## config.mk

```make
export PLATFORM = sky130hd
export DESIGN_NAME = knob_set_four_channel_square_generator
export DESIGN_NICKNAME = d
export VERILOG_FILES = /design/src/design/ksg_pkg.sv /design/src/design/ksg_lane.sv /design/src/design/ksg_merge.sv /design/src/design/knob_set_four_channel_square_generator.sv
export SDC_FILE = /design/constraint.sdc
export NUM_CORES = 1
export LEC_CHECK = 0
export BUFFER_PORTS_ARGS = -buffer_cell sky130_fd_sc_hd__buf_2
export CORE_ASPECT_RATIO = 1.1
export CORE_UTILIZATION = 56
export DETAILED_ROUTE_END_ITERATION = 16
export GPL_TIMING_DRIVEN = 0
export PLACE_DENSITY = 0.78
export SYNTH_ARGS = -nofsm -noshare
export SYNTH_HDL_FRONTEND = slang
export SYNTH_SLANG_ARGS = --single-unit
```

## constraint.sdc

```tcl
create_clock -name clk_i -period 15.77 [get_ports clk_i]
set_input_delay 1.577 -clock clk_i [delete_from_list [all_inputs] [get_ports clk_i]]
set_output_delay 1.577 -clock clk_i [all_outputs]
set_load 0.1 [all_outputs]
```

## src/design/ksg_pkg.sv

```systemverilog
// shared types, constants and lookup tables of the knob-set square generator
// used by ksg_lane, ksg_merge and the top level; depends on nothing
package ksg_pkg;

  localparam int unsigned KsgChannels = 4;
  localparam int unsigned KsgLevels   = 16;
  localparam int unsigned KsgReported = 4;   // channels carried in a transaction

  localparam int unsigned LevelW = 10;
  localparam int unsigned StepW  = 4;
  localparam int unsigned HalfW  = 15;
  localparam int unsigned CountW = 16;
  localparam int unsigned HzW    = 15;

  localparam logic CmdTick = 1'b0;
  localparam logic CmdKnob = 1'b1;

  // upper bound of each knob range
  localparam logic [LevelW-1:0] KsgThresh [16] = '{
    10'd85,  10'd170, 10'd256, 10'd341, 10'd426, 10'd512, 10'd597, 10'd682,
    10'd725, 10'd768, 10'd810, 10'd853, 10'd896, 10'd938, 10'd981, 10'd1023
  };

  // half-period in ticks for each range, zero keeps the channel idle
  localparam logic [HalfW-1:0] KsgPeriod [16] = '{
    15'd0,   15'd31250, 15'd15625, 15'd7102, 15'd3397, 15'd1645, 15'd772, 15'd368,
    15'd176, 15'd84,    15'd40,    15'd19,   15'd9,    15'd4,    15'd2,   15'd1
  };

  // frequency shown on the display for each range
  localparam logic [HzW-1:0] KsgFreq [16] = '{
    15'd0,   15'd1,   15'd2,   15'd4,    15'd9,    15'd19,    15'd40,    15'd85,
    15'd178, 15'd372, 15'd781, 15'd1645, 15'd3472, 15'd7813, 15'd15625, 15'd31250
  };

  typedef struct packed {
    logic              cmd;
    logic [LevelW-1:0] level_a;
    logic [LevelW-1:0] level_b;
    logic [LevelW-1:0] level_c;
    logic [LevelW-1:0] level_d;
  } ksg_in_t;

  typedef struct packed {
    logic [3:0]       pins;
    logic             changed;
    logic [StepW-1:0] step_a;
    logic [StepW-1:0] step_b;
    logic [StepW-1:0] step_c;
    logic [StepW-1:0] step_d;
    logic [HzW-1:0]   hz_a;
    logic [HzW-1:0]   hz_b;
    logic [HzW-1:0]   hz_c;
    logic [HzW-1:0]   hz_d;
  } ksg_out_t;

  // what a lane reports to the merge stage
  typedef struct packed {
    logic             differs;   // selected half-period differs from current one
    logic [StepW-1:0] step;
    logic             pin_nx;    // pin level after this transaction
  } ksg_lane_stat_t;

  // what the merge stage tells a lane
  typedef struct packed {
    logic en;      // transaction accepted this cycle
    logic tick;
    logic load;    // take the new half-period
    logic clear;   // clear counter and pin
  } ksg_lane_ctl_t;

endpackage

```

## src/design/ksg_lane.sv

```systemverilog
// one divider channel: knob quantizer, half-period register, tick counter, pin
// depends on ksg_pkg
module ksg_lane #(
  parameter int unsigned Levels = ksg_pkg::KsgLevels
) (
  input  logic                          clk_i,
  input  logic                          rst_ni,
  input  logic [ksg_pkg::LevelW-1:0]    level_i,
  input  ksg_pkg::ksg_lane_ctl_t        ctl_i,
  output ksg_pkg::ksg_lane_stat_t       stat_o
);
  import ksg_pkg::*;

  logic [CountW-1:0] cnt_q, cnt_d, cnt_inc;
  logic [HalfW-1:0]  half_q, half_d, half_new;
  logic              pin_q, pin_d;
  logic [StepW-1:0]  step;
  logic              hit;

  // first range whose bound the reading does not exceed
  always_comb begin
    step = StepW'(Levels - 1);
    for (int i = int'(Levels) - 1; i >= 0; i--) begin
      if (level_i <= KsgThresh[i]) begin
        step = StepW'(i);
      end
    end
  end

  assign half_new = KsgPeriod[step];
  assign cnt_inc  = cnt_q + CountW'(1);
  assign hit      = (half_q != '0) && (cnt_inc == {1'b0, half_q});

  always_comb begin
    cnt_d  = cnt_q;
    half_d = half_q;
    pin_d  = pin_q;
    if (ctl_i.tick) begin
      cnt_d = hit ? '0 : cnt_inc;
      pin_d = pin_q ^ hit;
    end else begin
      if (ctl_i.load) begin
        half_d = half_new;
      end
      if (ctl_i.clear) begin
        cnt_d = '0;
        pin_d = 1'b0;
      end
    end
  end

  always_ff @(posedge clk_i or negedge rst_ni) begin
    if (!rst_ni) begin
      cnt_q  <= '0;
      half_q <= '0;
      pin_q  <= 1'b0;
    end else if (ctl_i.en) begin
      cnt_q  <= cnt_d;
      half_q <= half_d;
      pin_q  <= pin_d;
    end
  end

  assign stat_o.differs = (half_new != half_q);
  assign stat_o.step    = step;
  assign stat_o.pin_nx  = pin_d;

endmodule

```

## src/design/ksg_merge.sv

```systemverilog
// merge stage: picks the first channel to update and assembles the result
// depends on ksg_pkg
module ksg_merge #(
  parameter int unsigned Channels = ksg_pkg::KsgChannels
) (
  input  logic                    acc_i,
  input  logic                    cmd_i,
  input  ksg_pkg::ksg_lane_stat_t stat_i [Channels],
  output ksg_pkg::ksg_lane_ctl_t  ctl_o  [Channels],
  output ksg_pkg::ksg_out_t       res_o
);
  import ksg_pkg::*;

  localparam int unsigned RepN = (Channels < KsgReported) ? Channels : KsgReported;

  logic             found;
  logic             changed;
  logic [3:0]       pins;
  logic [StepW-1:0] steps [KsgReported];
  logic [HzW-1:0]   hz    [KsgReported];

  always_comb begin
    found = 1'b0;
    for (int c = 0; c < int'(Channels); c++) begin
      ctl_o[c].en   = acc_i;
      ctl_o[c].tick = (cmd_i == CmdTick);
      ctl_o[c].load = (cmd_i == CmdKnob) && stat_i[c].differs && !found;
      found         = found | stat_i[c].differs;
    end
    changed = (cmd_i == CmdKnob) && found;
    for (int c = 0; c < int'(Channels); c++) begin
      ctl_o[c].clear = changed;
    end
  end

  always_comb begin
    pins = '0;
    for (int c = 0; c < int'(KsgReported); c++) begin
      steps[c] = '0;
      hz[c]    = '0;
    end
    for (int c = 0; c < int'(RepN); c++) begin
      pins[c] = stat_i[c].pin_nx;
      if (cmd_i == CmdKnob) begin
        steps[c] = stat_i[c].step;
        hz[c]    = changed ? KsgFreq[stat_i[c].step] : '0;
      end
    end
  end

  assign res_o.pins    = pins;
  assign res_o.changed = changed;
  assign res_o.step_a  = steps[0];
  assign res_o.step_b  = steps[1];
  assign res_o.step_c  = steps[2];
  assign res_o.step_d  = steps[3];
  assign res_o.hz_a    = hz[0];
  assign res_o.hz_b    = hz[1];
  assign res_o.hz_c    = hz[2];
  assign res_o.hz_d    = hz[3];

endmodule

```

## src/design/knob_set_four_channel_square_generator.sv

```systemverilog
// top level of the knob-set square generator: lanes, merge stage, output skid
// depends on ksg_pkg, ksg_lane and ksg_merge
//
// Each input transaction gives exactly one result transaction. A tick transaction
// (cmd = 0) advances every channel counter; a channel with a nonzero half-period
// toggles its pin and restarts when the counter reaches it. A knob transaction
// (cmd = 1) quantizes four 10-bit readings into 16 ranges, and the first channel
// (A to D) whose range selects a new half-period takes it; if one does, all
// counters and pins clear and the display frequencies are reported. The block
// takes one transaction every cycle while in_stall_o is low: every channel is
// its own lane with a single 16-bit increment and compare, and the update
// decision is one priority pass over the lanes, so the result is registered as
// it is accepted. An output register backed by a one-entry skid stage lets input
// keep flowing while a result waits; in_stall_o rises only when both are full.
module knob_set_four_channel_square_generator #(
  parameter int unsigned Channels = ksg_pkg::KsgChannels,
  parameter int unsigned Levels   = ksg_pkg::KsgLevels
) (
  input  logic              clk_i,
  input  logic              rst_ni,
  input  logic              in_valid_i,
  output logic              in_stall_o,
  input  ksg_pkg::ksg_in_t  in_data_i,
  output logic              out_valid_o,
  input  logic              out_stall_i,
  output ksg_pkg::ksg_out_t out_data_o
);
  import ksg_pkg::*;

  logic           in_acc;
  logic           out_take;
  logic           out_vld_q, out_vld_d;
  logic           skid_vld_q, skid_vld_d;
  ksg_out_t       out_data_q;
  ksg_out_t       skid_data_q;
  ksg_out_t       res;

  logic [LevelW-1:0] lv [KsgReported];
  ksg_lane_stat_t    stat [Channels];
  ksg_lane_ctl_t     ctl  [Channels];

  // readings in channel order
  assign lv[0] = in_data_i.level_a;
  assign lv[1] = in_data_i.level_b;
  assign lv[2] = in_data_i.level_c;
  assign lv[3] = in_data_i.level_d;

  assign in_stall_o = skid_vld_q;
  assign in_acc     = in_valid_i && !in_stall_o;
  assign out_take   = out_vld_q && !out_stall_i;

  // one lane per channel, channels past D read as zero
  for (genvar c = 0; c < int'(Channels); c++) begin : g_lane
    logic [LevelW-1:0] lane_level;
    if (c < int'(KsgReported)) begin : g_rd
      assign lane_level = lv[c];
    end else begin : g_zero
      assign lane_level = '0;
    end
    ksg_lane #(
      .Levels (Levels)
    ) u_lane (
      .clk_i   (clk_i),
      .rst_ni  (rst_ni),
      .level_i (lane_level),
      .ctl_i   (ctl[c]),
      .stat_o  (stat[c])
    );
  end

  ksg_merge #(
    .Channels (Channels)
  ) u_merge (
    .acc_i  (in_acc),
    .cmd_i  (in_data_i.cmd),
    .stat_i (stat),
    .ctl_o  (ctl),
    .res_o  (res)
  );

  // output register plus skid entry
  always_comb begin
    out_vld_d  = in_acc || skid_vld_q || (out_vld_q && !out_take);
    skid_vld_d = skid_vld_q ? !out_take : (in_acc && out_vld_q && !out_take);
  end

  always_ff @(posedge clk_i or negedge rst_ni) begin
    if (!rst_ni) begin
      out_vld_q  <= 1'b0;
      skid_vld_q <= 1'b0;
    end else begin
      out_vld_q  <= out_vld_d;
      skid_vld_q <= skid_vld_d;
    end
  end

  always_ff @(posedge clk_i) begin
    if (in_acc) begin
      if (!out_vld_q || out_take) begin
        out_data_q <= res;
      end else begin
        skid_data_q <= res;
      end
    end else if (out_take && skid_vld_q) begin
      out_data_q <= skid_data_q;
    end
  end

  assign out_valid_o = out_vld_q;
  assign out_data_o  = out_data_q;

  // the skid entry is only ever filled behind a held output
  a_skid_behind_out : assert property (@(posedge clk_i) disable iff (!rst_ni)
    skid_vld_q |-> out_vld_q)
    else $error("skid entry valid while output register empty");

  // a tick transaction never reports an update
  a_tick_no_change : assert property (@(posedge clk_i) disable iff (!rst_ni)
    (in_acc && (in_data_i.cmd == CmdTick)) |-> !res.changed)
    else $error("tick transaction reported an update");

  // an update clears every reported pin
  a_change_clears_pins : assert property (@(posedge clk_i) disable iff (!rst_ni)
    (in_acc && res.changed) |-> (res.pins == '0))
    else $error("update left a pin high");

  // a full output stage with no take keeps its result
  a_hold_when_full : assert property (@(posedge clk_i) disable iff (!rst_ni)
    (out_vld_q && out_stall_i && skid_vld_q) |=> (out_vld_q && skid_vld_q))
    else $error("stalled result dropped");

endmodule
```

-- Word level (Yosys, flattened, before mapping)
Memories as Yosys holds them, arrays and structs flattened.
Index checks and enable logic that the tools add are counted.
- register bits: 292
- bits in latches: 0
- bits in writable memories: 0
- bits in read-only memories: 1920
- input port bits: 45
- output and inout port bits: 83
- memories: 8
- add/subtract/negate cells: 4
- multiply operators: 0
- div/mod/pow operators: 0
- magnitude comparators: 64
- eq/ne operators: 10
- shifts and indexed selects: 0
- muxes and demuxes: 109
- bitwise logic cells: 12
- reductions and logical operators: 40
- memory list (memory ; depth ; bits a word ; rd ports ; clocked after Yosys merged registers in ; wr ports ; line ; RTL):
    (no name shown) ; 16 ; 15 ; 1 ; 0 ; 0 ; ksg_lane.sv:30 ; assign half_new = KsgPeriod[step];
    (no name shown) ; 16 ; 15 ; 1 ; 0 ; 0 ; ksg_merge.sv:46 ; hz[c] = changed ? KsgFreq[stat_i[c].step] : '0;
    (no name shown) ; 16 ; 15 ; 1 ; 0 ; 0 ; ksg_lane.sv:30 ;
    (no name shown) ; 16 ; 15 ; 1 ; 0 ; 0 ; ksg_merge.sv:46 ;
    (no name shown) ; 16 ; 15 ; 1 ; 0 ; 0 ; ksg_lane.sv:30 ;
    (no name shown) ; 16 ; 15 ; 1 ; 0 ; 0 ; ksg_lane.sv:30 ;
    +2 memories ; -- ; -- ; -- ; -- ; -- ; -- ;
- operator list (cell ; count):
    $le 10x10->1 const B ; 40
    $mux 15 ; 24
    $mux 81 ; 3
    $mux 4 ; 60
    $mux 16 ; 9
    $le 10x9->1 const B ; 12
    $add 16x1->16 const B ; 4
    $eq 16x15->1 ; 4
    $ne 15x15->1 ; 4
    $reduce_bool 15->1 ; 4
    $le 10x7->1 const B ; 4
    $le 10x8->1 const B ; 4
    $ge 5x5->1 const B ; 4
    $not 4->5 ; 4
    $logic_and 1x1->1 ; 18
    $mux 1 ; 13
    $reduce_and 3->1 ; 4
    $logic_not 1->1 ; 7
    $reduce_and 2->1 ; 3
    $ne 2x1->1 const B ; 2
    $xor 1x1->1 ; 4
    $logic_or 1x1->1 ; 3
    $or 1x1->1 ; 3
    $reduce_bool 2->1 ; 1
    $not 1->1 ; 1

-- Longest topological paths before layout
Gate-level depths: netlist of run 1.
- word-level depth: 29
- depth in mapped cells: 23
- mapped depth without buffers: 17

-- By module
Synthesis of run 1 repeated with hierarchy kept, for this count alone.
- cell total of the unflattened synthesis: 2216
- area, all modules: 21022.7 um^2
- modules (own cells, without submodules) (module ; times used ; cells an instance ; area an instance (um^2) ; sequential area each (um^2)):
    ksg_lane at g_lane[1].u_lane ... ; 2 ; 417 ; 3168.0 ; 800.8
    knob_set_four_channel_square_generator ; 1 ; 264 ; 6316.1 ; 4914.7
    ksg_lane at g_lane[0].u_lane ; 1 ; 476 ; 3594.7 ; 800.8
    ksg_lane at g_lane[2].u_lane ; 1 ; 389 ; 3111.7 ; 800.8
    ksg_merge ; 1 ; 253 ; 1664.1 ; 0.0

-- Worst setup path after synthesis of run 1
No wires, ideal clock.
- kind: in2reg
- start: input port in_data_i[34] (netlist bit)
- end: register skid_data_q[36] (netlist bit), data pin
- setup time: 269 ps
- data arrival time: 6723 ps
- setup slack: 8779 ps
- stages: 22
- path buffers: 6
- cell sequence: clkbuf_1 > or4_1 > clkbuf_1 > o221ai_1 > clkbuf_1 > nor2_1 > o32a_1 > inv_1 > ha_1 > clkbuf_1 > inv_1 > a21oi_1 > o31ai_1 > a31oi_1 > o22ai_1 > or4_1 > or4_4 > or3_4 > o31ai_1 > buf_2 > buf_4 > nor3_1
- RTL lines (item ; line ; RTL):
    from (decl) ; knob_set_four_channel_square_generator.sv:23 ; input ksg_pkg::ksg_in_t in_data_i,
    to (signal assigned) ; knob_set_four_channel_square_generator.sv:102 ; skid_data_q <= res;
    to (decl) ; knob_set_four_channel_square_generator.sv:35 ; ksg_out_t skid_data_q;

-- Final worst setup path of run 1
- start: input port in_data_i[13] (netlist bit)
- end: register out_data_q (netlist bit out_data_o[44]), data pin
- longest elaborated chain between the ends: 28
- elaborated cells on any way between the ends: 42
- RTL lines (item ; line ; RTL):
    $le 10x10->1 ; ksg_lane.sv:24 ; if (level_i <= KsgThresh[i]) begin
    $mux 1 ; ksg_lane.sv:24 ;
    $mux 4 (13 in series) ; ksg_lane.sv:24 ;
    $mux 4 * ; ksg_lane.sv:24 ;
    $not 4->5 (implied by the code) * ; ksg_lane.sv:30 ;
    $mem_v2 16x15 * ; -- ;
    $mux 15 (implied by the code) * (2 in series) ; ksg_lane.sv:30 ;
    $ne 15x15->1 * ; ksg_lane.sv:64 ; assign stat_o.differs = (half_new != half_q);
    $or 1x1->1 * (2 in series) ; ksg_merge.sv:28 ; found = found | stat_i[c].differs;
    $logic_and 1x1->1 * ; ksg_merge.sv:30 ; changed = (cmd_i == CmdKnob) && found;
    $mux 15 * ; ksg_merge.sv:46 ;
    $mux 15 * ; ksg_merge.sv:44 ; if (cmd_i == CmdKnob) begin
    $mux 81 * ; knob_set_four_channel_square_generator.sv:99 ; if (!out_vld_q || out_take) begin
    $mux 81 * ; knob_set_four_channel_square_generator.sv:98 ; if (in_acc) begin
    to (signal assigned) ; knob_set_four_channel_square_generator.sv:100 ; out_data_q <= res;
    to (signal assigned) ; knob_set_four_channel_square_generator.sv:105 ; out_data_q <= skid_data_q;
    to (decl) ; knob_set_four_channel_square_generator.sv:34 ; ksg_out_t out_data_q;
Every way passes the cells marked *; elsewhere a longest branch is shown, timed or not. The select of a mux whose other input is x is not followed.
A chain may end at the register's enable or synchronous reset.

==> results of run 1 <==
==> flip-flops by register name, indices dropped and copies added (netlist names) <==
register and flops:
skid_data_q 81, g_lane.u_lane.pin_q 4, out_data_o 81, in_stall_o 1
out_valid_o 1, g_lane.u_lane.cnt_q 64, g_lane.u_lane.half_q 60
==> per-layer routing <==
metal  vias up  GRT usage, %  wire length (um)
li1       8554             -                 -
met1      9053          46.9             25500
met2      1036          58.3             30000
met3       159          4.30              5360
met4         0          16.0              2640
met5         -             0                 0
==> metrics by stage <==
| stage | cell area [um^2] | setup WS [ns] |
|---|---|---|
| floorplan | 19600 | 8.78 |
| global placement | 20800 | 6.70 |
| detailed placement | 21000 | 7.23 |
| CTS | 22000 | 7.81 |
| global route | 22000 | 7.27 |
| finish | 22000 | 7.58 |
==> where the power goes <==
| part | internal, uW | switching (uW) |
|---|---|---|
| Clock | 462 | 319 |
| Sequential | 925 | 108 |
| Combinational | 286 | 638 |
| Total | 1670 | 1060 |
==> logic make-up (layout without fill, tap and decap cells) <==
group                    count (synthesis)  after routing  synth area share (%)
AO/OA/AOI/OAI                          620            620                  21.3
AND/OR/NAND/NOR                        785            785                  19.9
flip-flops                             292            292                  41.4
buffers and inverters                  260            446                  5.11
adder cells (fa/ha/maj)                 36             36                  2.30
multiplexers                            76             76                  4.16
XOR/XNOR                               131            131                  5.85
==> cell usage in the layout (no fill, tap or decap), drive strengths merged, types with 40 or more instances in the layout <==
cell type  Yosys  routed
a21oi        117     117
inv          120     122
clkbuf       115     154
edfxtp       162     162
nor3          96      96
nand3         89      89
buf           21     150
nand2        213     213
o22ai         40      40
o21ai        164     164
xnor2         93      93
mux2          44      44
nor4          51      51
nor2         152     152
dfrtp        130     130
==> worst reg2reg max path: cells and delay by family, from the launching register on <==
family / cells / cell delay, ns
AO/OA/AOI/OAI: 5 / 1.62
AND/OR/NAND/NOR: 3 / 1.40
buffers and inverters: 3 / 1.04
flip-flops: 1 / 0.36
==> how the worst max path moves through the flow <==
stage / to / slack [ns] / cells past startpoint
finish: out_data_o[44] / 7.58 / 19
global route: out_data_o[44] / 7.27 / 19
CTS: out_data_o[44] / 7.81 / 21
detailed placement: out_data_o[44] / 7.23 / 21
global placement: skid_data_q[48] / 6.70 / 7
floorplan: skid_data_q[36] / 8.78 / 22
==> final cells by class <==
class | instances | area (um^2)
repair buffers | 129 | 764
inverters | 124 | 465
multi-input cells | 1648 | 10500
plain buffers | 136 | 538
well taps | 438 | 548
clock buffers | 39 | 846
clock inverters | 18 | 233
fillers | 2867 | 12300
flip-flops and latches | 292 | 8120
==> impl_results.md, run 1 <==
- Register bit total from synthesis: around 300
- Post-synthesis cell count: 2200
- Clock buffer depth: 3
- Top post-synthesis cells by area: edfxtp_1, dfrtp_1, xnor2_1
- Hold endpoint: out_data_o[9]
- Setup Crit Path Kind: input pin to register
- Total routed wirelength: 63500 um
- Die W: between 150 and 200 um
- Area grow syn2layout: 12.3%
- Arrival time worst endpoint: approximately 8.4 ns
- Synth cell types: 90
- Number of remaining DRC errors: 0
- Tmin final: slightly above 8 ns
- RR Startpoint: g_lane[2].u_lane.half_q[1]
- Top-count cell post-synth: nand2_1
- CTS root buf: clkbuf_16
- Later-pin clock latency in the skew report: between 0.5 and 0.6 ns
- Predominant post-synthesis flop cell: edfxtp_1
- Hpwl dp: about 45000 um
- Slowest stage delay, CP: about 0.64 ns
- Setup bufs post-CTS: 0
- Post-synth EDFFs: roughly 160
- N_diodes: 0
- Final TNS setup: 0 ns
- Largest net degree at the start of global routing: 75
- Final Skew: between 0.01 and 0.015 ns
- Initial core utilization: a little under three fifths
- Port Buffers: about 120
- F_max: 122 MHz
- R2r setup slk: 11.04 ns
- Area of the die: 0.0358 mm^2
- CTS tree: built
- Vert. Die Dim: approximately 200 um
- Synthesized area per cell: 8.92 um^2
- Leakage: around 0.0087 uW
- Crit-path cells: buf_2 -> or3_1 -> o221a_2 -> o21ai_0 -> a21oi_1 -> nor2_1 -> ha_1 -> clkbuf_1 -> inv_1 -> a2111oi_0 -> nor3_1 -> and2_1 -> a211oi_1 -> o221ai_1 -> or4b_2 -> clkbuf_1 -> nor3_4 -> buf_2 -> o21ai_0
- Gr usage total: a little over a third
- Async SR Flop Fraction: approximately 45%
- Worst hold start: skid_data_q[9]
- Crit path max-delay cell type: or4b_2
- Hold/Removal Path Class: register to register
- Cell Pwr Density: between 100 and 150 mW/mm^2
- Critical path required time: roughly 16 ns
- Area leader, netlist: edfxtp_1
- Layout cell share with drive strength beyond 1: roughly 11%
- DRT Pass-1 Iters: 8
- Crit path from: in_data_i[13]
- Final nets: approximately 2400
- Worst-Margin Slew: 1.08 ns
- Hold Buf Count CTS: 0
- Final Max Tran Viols: 0
- Synth cell count leaders: nand2_1, edfxtp_1, o21ai_0
- CP startpoint kind: input pin
- RSZ-0062 raised after global routing: no
- Final setup violation count: 0
- Pwr Total: ~2700 uW
- Largest delay contributor family on the critical path: simple AND/OR/NAND/NOR gates
- First-pass GRT wire length: 99400 um
- Starting DRT DRC Count: roughly 2200
- Hold depth: 2
- Number of global-route vias before repair: approximately 18000
- CTS buffer count: 31
- GRT overflow: 0
- CP max FO: 10
- Netlist area before placement: 0.0196 mm^2
- Hold WS: ~0.52 ns
- Max-cap violation count: 0
- GPL Wtd Cong: between 0.9 and 1
- Status: completed
- Vias post-DR: around 19000
- Via/cell ratio: around 6.7
- Synth top area share: roughly a quarter
- Crit path buffers/inverters: 5
- CP endpoint kind: register
- Clk slew on worst S/H paths: about 0.060 ns
- Antenna Violating Nets Remaining: 0
- H-Tree Depth: 1
- Avg WL per Cell: around 22 um
- Hold Vio Cnt, Final: 0
- Maximum vdd drop: ~0.09 mV
- Rows: between 70 and 80
- Number of antenna violations at the first check in global routing: 0
- Reg2reg end: out_data_o[44]
- Syn_nets: roughly 2300
- Clock sinks: 292
- R2R cell count: 11
- I/O pin count: between 100 and 150
- Core Region: around 0.034 mm^2
- Fin cells: ~2800
- Final Cycle Share: about half
- YS warnings: 0
- Final Core Density: between 60 and 70%
- CTS resizes: 0
- Inst Count DP: approximately 2800
- Relative slew slack: a little over a quarter
- Seq/Total Area, Yosys: about two fifths
Power figures use the tool's default switching activity.
==> inputs of run 2 (changes only) <==
==> constraint.sdc (replaced) <==
create_clock -name clk_i -period 7.55 [get_ports clk_i]
set_input_delay 0.755 -clock clk_i [delete_from_list [all_inputs] [get_ports clk_i]]
set_output_delay 0.755 -clock clk_i [all_outputs]
set_load 0.1 [all_outputs]
==> run 2 against run 1 <==
Against the previous run:
- clock power is 110% higher
- die area stayed put
- final cell count stayed put
- critical path depth stayed put
- final area hardly changed
- setup slack worse by 7.3 ns
- register-to-register slack worse by 8.3 ns
- sequential cell count stayed put
- sequential share of layout area hardly changed
- critical endpoint unchanged
- largest cell class unchanged
==> impl_results.md, run 2 (synthesis gave the netlist of run 1 again) <==
- Final setup violation count: 0
- Port Buffers: between 100 and 150
- Switching Fraction: 38.9%
- I/O pin count: roughly 130
- Pwr Total: about 5700 uW
- Die W: around 180 um
- Cell Pwr Density: around 260 mW/mm^2
- RSZ-0062 raised after global routing: no
- Setup bufs post-CTS: 0
- R2R cell count: 10
- CTS buffer count: 31
- Most common cell after layout, fill and taps aside: nand2_1
- H-Tree Depth: 1
- Final Cycle Share: between 90% and 100%
- Via/cell ratio: roughly 6.7
- Reg2reg end: out_data_o[80]
- Hpwl dp: roughly 45000 um
- Filler instances: between 2000 and 3000
- Vias post-DR: 18900
- GPL Wtd Cong: around 0.94
- Avg WL per Cell: 22.5 um
- Final Instance Area: 0.0221 mm^2
- Arrival time worst endpoint: 7.57 ns
- P_sw: around 2200 uW
- Later-pin clock latency in the skew report: a little under 0.6 ns
- N_diodes: 0
- Final TNS setup: 0 ns
- Internal: 3500 uW
- Gr usage total: a little over a third
- Area grow syn2layout: 12.4%
- Total routed wirelength: 63600 um
- Logic gate share of total power: between 30% and 40%
- Relative slew slack: about 28%
- Vert. Die Dim: between 150 and 200 um
- Worst-Margin Slew: about 1.1 ns
- First-pass GRT wire length: 99400 um
- F_max: between 100 and 150 MHz
- Largest net degree at the start of global routing: 75
- Maximum vdd drop: between 0.15 and 0.2 mV
- Antenna Violating Nets Remaining: 0
- Critical path required time: between 7 and 8 ns
- Clock sinks: slightly below 300
- Clock buffer depth: 3
- Final Max Tran Viols: 0
- CP max FO: 10
- Core Region: about 0.034 mm^2
- Final Skew: about 0.013 ns
- Clk slew on worst S/H paths: approximately 0.06 ns
- Reg power frac: a little under two fifths
- Hold/Removal Path Class: input pin to async pin
- Starting DRT DRC Count: approximately 2200
- Layout cell share with drive strength beyond 1: 11.2%
- Most frequent cells in the layout: nand2_1, edfxtp_1, o21ai_0
- Hold Vio Cnt, Final: 0
- Initial core utilization: 57.1%
- Final Core Density: around 64%
- Final nets: roughly 2400
- Number of antenna violations at the first check in global routing: 0
- Tmin final: between 7 and 8 ns
- Placed cell area: 0.0210 mm^2
- RR Startpoint: g_lane[1].u_lane.half_q[14]
- Rows: between 70 and 80
- CTS root buf: clkbuf_16
- CTS tree: built
- Leakage: between 0.008 and 0.009 uW
- CP startpoint kind: input pin
- Area of the die: about 0.036 mm^2
- Number of remaining DRC errors: 0
- CP endpoint kind: register
- Clock power frac: between 20 and 30%
- Number of global-route vias before repair: about 18000
- GRT overflow: 0
- DRT Pass-1 Iters: 6
- Setup Crit Path Kind: input pin to register
- Status: completed
- R2r setup slk: 2.78 ns
- Max-cap violation count: 0
-- run 2: cell counts in the layout (fill, tap and decap cells not counted) --
Identical to the previous run, type by type.
-- run 2: worst max-delay path by stage --
| stage | from | to | slack (ns) | cells after the start |
|---|---|---|---|---|
| 3_5_place_dp | in_data_i[32] | out_data_o[44] | -0.17 | 21 |
| 2_1_floorplan | in_data_i[34] | skid_data_q[36] | 1.38 | 22 |
| 3_3_place_gp | in_valid_i | skid_data_q[48] | -0.70 | 7 |
| 5_1_grt | in_data_i[13] | out_data_o[44] | 0.09 | 19 |
| 6_report | in_data_i[13] | out_data_o[44] | 0.23 | 19 |
| 4_1_cts | in_data_i[32] | out_data_o[44] | 0.41 | 21 |
-- run 2: cell type report --
cell class	instances	area (um^2)	area share, %
repair buffers	129	764	3.47
plain buffers	136	538	2.44
clock inverters	18	233	1.06
inverters	124	465	2.11
multi-input cells	1648	10500	47.8
flip-flops and latches	292	8120	36.8
well taps	438	548	2.48
clock buffers	39	846	3.83
-- run 2: worst max-delay path: stages --
cell	delay [ns]
buf_2	0.12
or3_1	0.43
o221a_2	0.38
o21ai_0	0.60
a21oi_1	0.28
nor2_1	0.53
ha_1	0.24
clkbuf_1	0.36
inv_1	0.30
a2111oi_0	0.34
nor3_1	0.13
and2_1	0.21
a211oi_1	0.39
o221ai_1	0.22
or4b_2	0.64
clkbuf_1	0.34
nor3_4	0.61
buf_2	0.42
o21ai_0	0.28
-- run 2: repair_timing --
| action | in CTS | in global routing |
|---|---|---|
| hold buffers | 0 | 0 |
| endpoints found under the hold margin | 0 | 0 |
| setup endpoints to repair | 0 | 56 |
| resized for setup | 0 | 3 |
-- run 2: metrics by stage --
step | std cells | worst slack [ns] | hold slack [ns]
floorplan | 2200 | 1.38 | 0.459
global placement | 2760 | -0.701 | 0.504
detailed placement | 2767 | -0.167 | 0.507
CTS | 2824 | 0.409 | 0.165
global route | 2824 | 0.0872 | 0.205
finish | 2824 | 0.234 | 0.148
-- run 2: power groups by stage --
| stage | sequential, uW | clock, uW | combinational [uW] |
|---|---|---|---|
| after floorplan | 2500 | 0 | 1080 |
| after global placement | 2180 | 0 | 1820 |
| after detailed placement | 2180 | 0 | 1880 |
| after CTS | 2150 | 1640 | 1900 |
| after global routing | 2190 | 1710 | 2080 |
| final | 2160 | 1630 | 1930 |
-- run 2: metal layers --
layer,up-vias,share of wire [%],GRT usage [%]
li1,8562,-,-
met1,9092,40,46.9
met2,1045,47,58.3
met3,176,8.7,4.30
met4,0,4.4,16.0
met5,-,0,0
